==> config.mk <==
export PLATFORM = sky130hd
export DESIGN_NAME = scalar_kalman_filter
export DESIGN_NICKNAME = d
export VERILOG_FILES = /design/src/hw/rtl/skf_pkg.sv /design/src/hw/rtl/skf_datapath.sv /design/src/hw/rtl/skf_ctrl.sv /design/src/hw/rtl/scalar_kalman_filter.sv
export VERILOG_INCLUDE_DIRS = /design/src /design/src/hw/rtl
export SDC_FILE = /design/constraint.sdc
export NUM_CORES = 2
export LEC_CHECK = 0
export BUFFER_PORTS_ARGS = -buffer_cell sky130_fd_sc_hd__buf_2
export CAP_MARGIN = 20
export CORE_MARGIN = 2
export CORE_UTILIZATION = 66
export CTS_CLUSTER_DIAMETER = 80
export CTS_CLUSTER_SIZE = 24
export DETAILED_ROUTE_END_ITERATION = 8
export GPL_ROUTABILITY_DRIVEN = 0
export PLACE_DENSITY = 0.91
export SLEW_MARGIN = 25
export SYNTH_ARGS = -nofsm -noshare
export SYNTH_HDL_FRONTEND = slang
export SYNTH_HIERARCHICAL = 1
export SYNTH_SLANG_ARGS = --single-unit
==> constraint.sdc <==
create_clock -name clk -period 11.7 [get_ports clk]
set_input_delay 1.17 -clock clk [delete_from_list [all_inputs] [get_ports clk]]
set_output_delay 1.17 -clock clk [all_outputs]
set_load 0.01 [all_outputs]
==> src/hw/rtl/scalar_kalman_filter_macros.svh <==
// ----------------------------------------------------------------------------
// scalar_kalman_filter_macros: assertion macros for the scalar Kalman filter
// Clocked property checks, compiled out when ASSERT_OFF is set.
// ----------------------------------------------------------------------------
`ifndef SCALAR_KALMAN_FILTER_MACROS_SVH
`define SCALAR_KALMAN_FILTER_MACROS_SVH

`ifndef ASSERT_OFF
`define SKF_ASSERT(lbl, clk, rst, prop, msg) \
  lbl: assert property (@(posedge clk) disable iff (rst) (prop)) else $error(msg);
`define SKF_ASSERT_ALWAYS(lbl, clk, prop, msg) \
  lbl: assert property (@(posedge clk) (prop)) else $error(msg);
`else
`define SKF_ASSERT(lbl, clk, rst, prop, msg)
`define SKF_ASSERT_ALWAYS(lbl, clk, prop, msg)
`endif

`endif

==> src/hw/rtl/skf_pkg.sv <==
`timescale 1ns / 1ps
// ----------------------------------------------------------------------------
// skf_pkg: shared types and constants
// Controller states, command and status bundles, register map.
// ----------------------------------------------------------------------------
package skf_pkg;

  localparam int DATA_W    = 32;
  localparam int CFG_W     = 24;
  localparam int CFG_IDX_W = 4;

  // register map
  localparam logic [CFG_IDX_W-1:0] CFG_PROCESS_NOISE     = 4'd0;
  localparam logic [CFG_IDX_W-1:0] CFG_MEASUREMENT_NOISE = 4'd1;

  // reset values (0.03 and 15.0 in unsigned Q8.16)
  localparam logic [CFG_W-1:0] Q_RESET = 24'd1966;
  localparam logic [CFG_W-1:0] R_RESET = 24'd983040;

  typedef enum logic [2:0] {
    S_IDLE,
    S_DINIT,
    S_DIV,
    S_MULK,
    S_UPD_EST,
    S_UPD_VAR,
    S_OUT
  } state_t;

  typedef struct packed {
    logic load;      // capture sample, form p and innovation
    logic dinit;     // form p + R, seed divider
    logic div_step;  // one restoring division step
    logic mul_est;   // innovation * gain
    logic upd_est;   // write estimate, start p * (1 - k)
    logic upd_var;   // write variance
    logic out_load;  // copy estimate to output register
  } cmd_t;

  typedef struct packed {
    logic div_last;  // current division step is the final one
  } status_t;

endpackage

==> src/hw/rtl/skf_datapath.sv <==
`timescale 1ns / 1ps
// ----------------------------------------------------------------------------
// skf_datapath: arithmetic and state of the scalar Kalman filter
// Config registers, bit-serial gain divider, shared multiplier, saturation.
// ----------------------------------------------------------------------------
`include "scalar_kalman_filter_macros.svh"

module skf_datapath
  import skf_pkg::*;
#(
  parameter int FRAC_BITS = 16
) (
  input  logic                 clk,
  input  logic                 rst,
  input  cmd_t                 cmd,
  output status_t              status,
  input  logic                 cfg_wr,
  input  logic [CFG_IDX_W-1:0] cfg_index,
  input  logic [CFG_W-1:0]     cfg_data,
  input  logic [DATA_W-1:0]    measurement,
  output logic [DATA_W-1:0]    estimate
);

  localparam int PW = FRAC_BITS + 35;             // product width
  localparam int CW = $clog2(FRAC_BITS + 1);      // division step counter
  localparam logic [FRAC_BITS:0] ONE = (FRAC_BITS + 1)'(1) << FRAC_BITS;
  localparam logic signed [PW-1:0] HALF = $signed(PW'(1) << (FRAC_BITS - 1));

  logic [CFG_W-1:0]       process_noise;
  logic [CFG_W-1:0]       measurement_noise;
  logic [DATA_W-1:0]      prior_estimate;
  logic [DATA_W-1:0]      error_variance;
  logic [DATA_W-1:0]      p_reg;
  logic [DATA_W:0]        d_reg;
  logic                   d_zero;
  logic signed [DATA_W:0] err_reg;
  logic [DATA_W+1:0]      rem;
  logic [FRAC_BITS:0]     k;
  logic [CW-1:0]          cnt;
  logic signed [PW-1:0]   prod;
  logic [DATA_W-1:0]      out_data;

  logic [DATA_W:0]          p_sum;
  logic [DATA_W-1:0]        p_sat;
  logic signed [DATA_W:0]   err_next;
  logic [DATA_W:0]          d_sum;
  logic                     rem_ge;
  logic [DATA_W+1:0]        rem_sub;
  logic signed [DATA_W:0]   mul_a;
  logic signed [FRAC_BITS+1:0] mul_b;
  logic signed [PW-1:0]     mul_p;
  logic signed [PW-1:0]     rnd;
  logic signed [34:0]       sh;
  logic signed [35:0]       est_sum;
  logic [DATA_W-1:0]        est_sat;
  logic [DATA_W-1:0]        var_sat;

  // config registers
  always_ff @(posedge clk) begin
    if (rst) begin
      process_noise     <= Q_RESET;
      measurement_noise <= R_RESET;
    end else if (cfg_wr) begin
      unique case (cfg_index)
        CFG_PROCESS_NOISE:     process_noise     <= cfg_data;
        CFG_MEASUREMENT_NOISE: measurement_noise <= cfg_data;
        default: ;
      endcase
    end
  end

  // predict: p = sat32(var + Q), innovation = z - x
  always_comb begin
    p_sum    = {1'b0, error_variance} + {{(DATA_W + 1 - CFG_W){1'b0}}, process_noise};
    p_sat    = p_sum[DATA_W] ? '1 : p_sum[DATA_W-1:0];
    err_next = $signed({measurement[DATA_W-1], measurement})
             - $signed({prior_estimate[DATA_W-1], prior_estimate});
    d_sum    = {1'b0, p_reg} + {{(DATA_W + 1 - CFG_W){1'b0}}, measurement_noise};
  end

  // restoring divider: k = floor(p * 2^F / d), MSB first
  always_comb begin
    rem_ge  = rem >= {1'b0, d_reg};
    rem_sub = rem_ge ? (rem - {1'b0, d_reg}) : rem;
  end

  // shared multiplier
  always_comb begin
    if (cmd.upd_est) begin
      mul_a = $signed({1'b0, p_reg});
      mul_b = $signed({1'b0, ONE - k});
    end else begin
      mul_a = err_reg;
      mul_b = $signed({1'b0, k});
    end
    mul_p = PW'(mul_a) * PW'(mul_b);
  end

  // round to nearest, ties up; upper bits give the floor shift
  always_comb begin
    rnd     = prod + HALF;
    sh      = rnd[PW-1:FRAC_BITS];
    est_sum = 36'(sh) + {{4{prior_estimate[DATA_W-1]}}, prior_estimate};
    if (est_sum[35:31] != 5'b00000 && est_sum[35:31] != 5'b11111) begin
      est_sat = est_sum[35] ? {1'b1, {(DATA_W - 1){1'b0}}} : {1'b0, {(DATA_W - 1){1'b1}}};
    end else begin
      est_sat = est_sum[DATA_W-1:0];
    end
    var_sat = (sh[34:32] != 3'b000) ? '1 : sh[DATA_W-1:0];
  end

  always_ff @(posedge clk) begin
    if (rst) begin
      prior_estimate <= '0;
      error_variance <= '0;
    end else begin
      if (cmd.upd_est) prior_estimate <= est_sat;
      if (cmd.upd_var) error_variance <= var_sat;
    end
  end

  always_ff @(posedge clk) begin
    if (cmd.load) begin
      p_reg   <= p_sat;
      err_reg <= err_next;
    end
    if (cmd.dinit) begin
      d_reg  <= d_sum;
      d_zero <= (d_sum == '0);
      rem    <= {1'b0, d_sum[DATA_W:0] & '0} | {2'b00, p_reg};
      k      <= '0;
      cnt    <= '0;
    end
    if (cmd.div_step) begin
      rem <= {rem_sub[DATA_W:0], 1'b0};
      k   <= {k[FRAC_BITS-1:0], rem_ge & ~d_zero};
      cnt <= cnt + CW'(1);
    end
    if (cmd.mul_est || cmd.upd_est) begin
      prod <= mul_p;
    end
    if (cmd.out_load) begin
      out_data <= prior_estimate;
    end
  end

  assign status.div_last = (cnt == CW'(FRAC_BITS));
  assign estimate        = out_data;

  `SKF_ASSERT(a_gain_range, clk, rst, cmd.mul_est |-> (k <= ONE), "gain above one")
  `SKF_ASSERT(a_zero_den_gain, clk, rst, (cmd.mul_est && d_zero) |-> (k == '0), "gain not zero on zero denominator")
  `SKF_ASSERT(a_var_shrinks, clk, rst, cmd.upd_var |=> (error_variance <= p_reg), "variance above prediction")

endmodule

==> src/hw/rtl/skf_ctrl.sv <==
`timescale 1ns / 1ps
// ----------------------------------------------------------------------------
// skf_ctrl: sequencer for the scalar Kalman filter
// Steps one sample through predict, divide, update; owns the output valid.
// ----------------------------------------------------------------------------
`include "scalar_kalman_filter_macros.svh"

module skf_ctrl
  import skf_pkg::*;
(
  input  logic    clk,
  input  logic    rst,
  input  logic    s_axis_tvalid,
  output logic    s_axis_tready,
  output logic    m_axis_tvalid,
  input  logic    m_axis_tready,
  input  status_t status,
  output cmd_t    cmd
);

  state_t state;
  state_t state_next;
  logic   out_valid;
  logic   out_free;

  // output register can take a new result when empty or draining now
  assign out_free = ~out_valid | m_axis_tready;

  always_ff @(posedge clk) begin
    if (rst) begin
      state <= S_IDLE;
    end else begin
      state <= state_next;
    end
  end

  always_comb begin
    state_next = state;
    unique case (state)
      S_IDLE:    if (s_axis_tvalid) state_next = S_DINIT;
      S_DINIT:   state_next = S_DIV;
      S_DIV:     if (status.div_last) state_next = S_MULK;
      S_MULK:    state_next = S_UPD_EST;
      S_UPD_EST: state_next = S_UPD_VAR;
      S_UPD_VAR: state_next = S_OUT;
      S_OUT:     if (out_free) state_next = S_IDLE;
      default:   state_next = S_IDLE;
    endcase
  end

  always_comb begin
    cmd           = '0;
    s_axis_tready = 1'b0;
    unique case (state)
      S_IDLE: begin
        s_axis_tready = 1'b1;
        cmd.load      = s_axis_tvalid;
      end
      S_DINIT:   cmd.dinit    = 1'b1;
      S_DIV:     cmd.div_step = 1'b1;
      S_MULK:    cmd.mul_est  = 1'b1;
      S_UPD_EST: cmd.upd_est  = 1'b1;
      S_UPD_VAR: cmd.upd_var  = 1'b1;
      S_OUT:     cmd.out_load = out_free;
      default: ;
    endcase
  end

  always_ff @(posedge clk) begin
    if (rst) begin
      out_valid <= 1'b0;
    end else if (cmd.out_load) begin
      out_valid <= 1'b1;
    end else if (m_axis_tready) begin
      out_valid <= 1'b0;
    end
  end

  assign m_axis_tvalid = out_valid;

  `SKF_ASSERT(a_cmd_onehot, clk, rst, $onehot0(cmd), "more than one datapath command")
  `SKF_ASSERT(a_div_exit, clk, rst, (state == S_DIV && status.div_last) |=> (state == S_MULK), "divider did not finish")
  `SKF_ASSERT(a_out_hold, clk, rst, (state == S_OUT && out_valid && !m_axis_tready) |=> (state == S_OUT), "result overwrote a pending transaction")

endmodule

==> src/hw/rtl/scalar_kalman_filter.sv <==
`timescale 1ns / 1ps
// ----------------------------------------------------------------------------
// scalar_kalman_filter: one-dimensional constant-state Kalman filter
// Signed fixed-point sample in, saturated filtered estimate out.
// ----------------------------------------------------------------------------
// Usage:
//   s_axis carries one measurement per transaction (signed, FRAC_BITS
//   fraction bits); m_axis returns one estimate per measurement, in order.
//   The cfg channel writes Q (index 0) and R (index 1), 24 bits unsigned;
//   writes to other indexes are dropped. cfg_ready is always high; write
//   only while no sample is in flight.
// Operation:
//   One sample at a time. After the accept edge the sequencer forms p + R, runs
//   FRAC_BITS+1 restoring division steps for the gain, makes two passes of the
//   shared multiplier, writes the variance and loads the output register.
//   m_axis_tvalid rises as the output register loads; the next sample is
//   taken from the idle state that follows.
// Reset:
//   rst (synchronous) clears estimate and variance to zero, loads Q = 0.03
//   and R = 15.0, empties the output register.
// Back-pressure:
//   The result sits in an output register, so the next sample is accepted
//   and processed while it waits; that sample then holds in the final state
//   until the register is free.
// ----------------------------------------------------------------------------
module scalar_kalman_filter
  import skf_pkg::*;
#(
  parameter int FRAC_BITS = 16
) (
  input  logic                 clk,
  input  logic                 rst,
  // sample stream
  input  logic                 s_axis_tvalid,
  output logic                 s_axis_tready,
  input  logic [DATA_W-1:0]    s_axis_tdata,   // [31:0] measurement
  // estimate stream
  output logic                 m_axis_tvalid,
  input  logic                 m_axis_tready,
  output logic [DATA_W-1:0]    m_axis_tdata,   // [31:0] estimate
  // register writes
  input  logic                 cfg_valid,
  output logic                 cfg_ready,
  input  logic [CFG_IDX_W-1:0] cfg_index,
  input  logic [CFG_W-1:0]     cfg_data
);

  cmd_t    cmd;
  status_t status;

  assign cfg_ready = 1'b1;

  skf_ctrl u_ctrl (
    .clk           (clk),
    .rst           (rst),
    .s_axis_tvalid (s_axis_tvalid),
    .s_axis_tready (s_axis_tready),
    .m_axis_tvalid (m_axis_tvalid),
    .m_axis_tready (m_axis_tready),
    .status        (status),
    .cmd           (cmd)
  );

  skf_datapath #(
    .FRAC_BITS (FRAC_BITS)
  ) u_datapath (
    .clk         (clk),
    .rst         (rst),
    .cmd         (cmd),
    .status      (status),
    .cfg_wr      (cfg_valid & cfg_ready),
    .cfg_index   (cfg_index),
    .cfg_data    (cfg_data),
    .measurement (s_axis_tdata),
    .estimate    (m_axis_tdata)
  );

endmodule

==> out/results.tsv <==
metric	value	unit
Max-cap violations	0	
post-synthesis cell count	4384	
input/output buffers	98	
FMAX	105	MHz
endpoints failing hold	0	
Yosys cell types	97	
first-pass GRT wire length	180	mm
number of clock sinks	339	
H-tree Lvls	1	
post-DR vias/cell	6.42	
Startpoint Class	flop	
row count	90	
GRT Overall Usage	37.0	%
DRC errors left	0	
Die Wd	250	um
cts bufs inserted	18	
critical path peak fanout	105	
nets	5253	
Synth top cells by count	765 x inv_1, 621 x nand2_1, 539 x fa_1	
antenna-violating nets left	0	
total die area	62600	um2
top-count cell post-synth	inv_1	
sequential share of the synthesized area	22.5	%
CP bufs+invs	7	
RSZ-0062 raised after global routing	no	
Netlist Area Pre-Place	40000	um2
max-slew violation count	0	
most used cell, CP	fa_1	
critical path's largest stage delay	730	ps
number of synthesis warnings	6	
post-route non-filler standard cell count	5175	
CTS tree	built	
Synth Flop Type	edfxtp_1	
Avg Cell Area, Syn	9.13	um2
core box area	60100	um2
# IOs	100	
dominant cell type by area after synthesis	fa_1	
outcome	complete, no violations	
final clock skew	15.8	ps
Mapped Nets	5257	
max reg flops	36	
Clk pin slew, worst setup/hold paths	100	ps
Via Count	33218	
min-delay worst type	reg2reg	
number of DRC markers in iteration 0	4617	
DR WL/cell	22.3	um
Yosys top cell area share	27.0	%
Reg with most FFs	u_datapath/prod	
Final Setup Violations	0	
vias in the first global route	33818	
cts hold-fix bufs	0	
Top delay family on crit path	adder cells	
largest net degree at the start of global routing	106	
Top Registers	u_datapath/prod x36, u_datapath/rem x34	
Post-synth ARST share	0	%
#FFs+latches synth	339	
post-CTS setup buffers	0	
critical path arrival	9780	ps
total gr overflow	0	
Root Buffer	clkbuf_16	
dpl cells	5141	
Slew Limit Headroom	22.5	%
slowest cell on the critical path	o21ai_0	
CP required	11980	ps
crit end category	flop	
Clock Latency Late Sink	540	ps
Post-synth EDFFs	222	
Tightest Pin Transition	1150	ps
Pre-Repair DR Iteration Count	6	
Period Utilization, post-route	81.2	%
cts repair resizes	0	
initial antenna violation count	2	
layout cells sized above 1	5.83	%
Tmin final	9500	ps
critical path type	reg2reg	
synth top area cells	fa_1 27%, edfxtp_1 17%, ha_1 8.4%	
Initial Util	66.6	%
hpwl dp	89.5	mm
Area growth, synth to finish	4.77	%
Setup TNS	0	ps
final wirelength	115	mm
Max Root-Sink Buffers	3	
die extent in y	250	um
## stage by stage
stage               util, %  hold slack, ps  area (um2)  worst slack [ps]
finish                 69.7             470       41900              2200
global route           69.7             497       41900              1830
CTS                    69.6             465       41900              2510
detailed placement     68.7             451       41300              2540
global placement       68.7             449       41300              2870
floorplan                 -             437       40000              3480
## tightest hold or removal path, cell delays in order (launching register included)
cell     delay [ps]
dfxtp_1         320
nand2_1          50
a21oi_1          50
## cells in the final DEF (no fill, tap or decap), types with 10 or more instances in the layout
cell type	netlist	routed
nand3b_1	18	18
nor2_1	314	314
edfxtp_1	222	222
xor2_1	80	75
a31oi_1	23	23
ha_1	269	269
a21oi_1	200	200
buf_2	4	97
fa_1	539	539
o21ai_0	92	91
o21bai_1	25	25
o211ai_1	18	18
a21boi_0	10	10
o221ai_1	17	17
and3_1	34	34
dfxtp_1	117	117
or3_1	16	16
and4_1	15	14
a21o_1	83	83
nand3_1	87	87
nor2b_1	23	22
nand2b_1	29	29
and2_1	57	56
nand4_1	23	23
nand2_1	621	620
inv_1	765	765
mux2i_1	55	52
clkbuf_16	0	19
o31ai_1	14	14
xnor2_1	138	127
xnor2_2	1	10
mux2_2	34	34
o21a_1	27	27
a211oi_1	74	74
nor3_1	37	37
buf_4	5	35
## routing by layer
layer	track usage, %	vias to the layer above	wire length, um
met3	8.96	677	15400
met5	0	-	26
met4	23.0	4	8980
li1	-	14213	-
met2	58.7	2396	52100
met1	45.9	15928	38900
## final cells by class
cell class	instances	area, um2
Tap cell	782	978
Clock buffer	29	523
Inverter	766	2880
Clock inverter	3	25.0
Timing Repair Buffer	134	796
Sequential cell	339	9010
Antenna cell	1	2.50
Multi-Input combinational cell	3121	27700
Fill cell	4225	18200
## cell families (layout without fill, tap and decap cells)
kind of cell               count (synthesis)  after routing  synth area share (%)
other                                      1              2               0.00937
buffers and inverters                    924            932                  8.74
and+or+nand+nor                         1327           1327                  14.9
AOI/OAI and AO/OA                        677            677                  11.4
muxes                                     89             89                  2.33
DFF                                      339            339                  22.5
xor gates and xnor gates                 219            219                  4.81
adders and majority gates                808            808                  35.4
## final timing paths
path | from | endpoint | slack [ps] | cells past startpoint
worst max register to register | u_ctrl/state[2]$_SDFFE_PP0P_ | u_datapath/prod[45]$_DFFE_PP_ | 2200 | 28
worst min-delay path | u_datapath/measurement_noise[20]$_SDFFE_PP0P_ | u_datapath/measurement_noise[20]$_SDFFE_PP0P_ | 470 | 2
worst min register to register | u_datapath/measurement_noise[20]$_SDFFE_PP0P_ | u_datapath/measurement_noise[20]$_SDFFE_PP0P_ | 470 | 2
worst max-delay path | u_ctrl/state[2]$_SDFFE_PP0P_ | u_datapath/prod[45]$_DFFE_PP_ | 2200 | 28
Power is not shown: default switching activity piles up to over one toggle a cycle in this logic, so the estimate is an artifact.
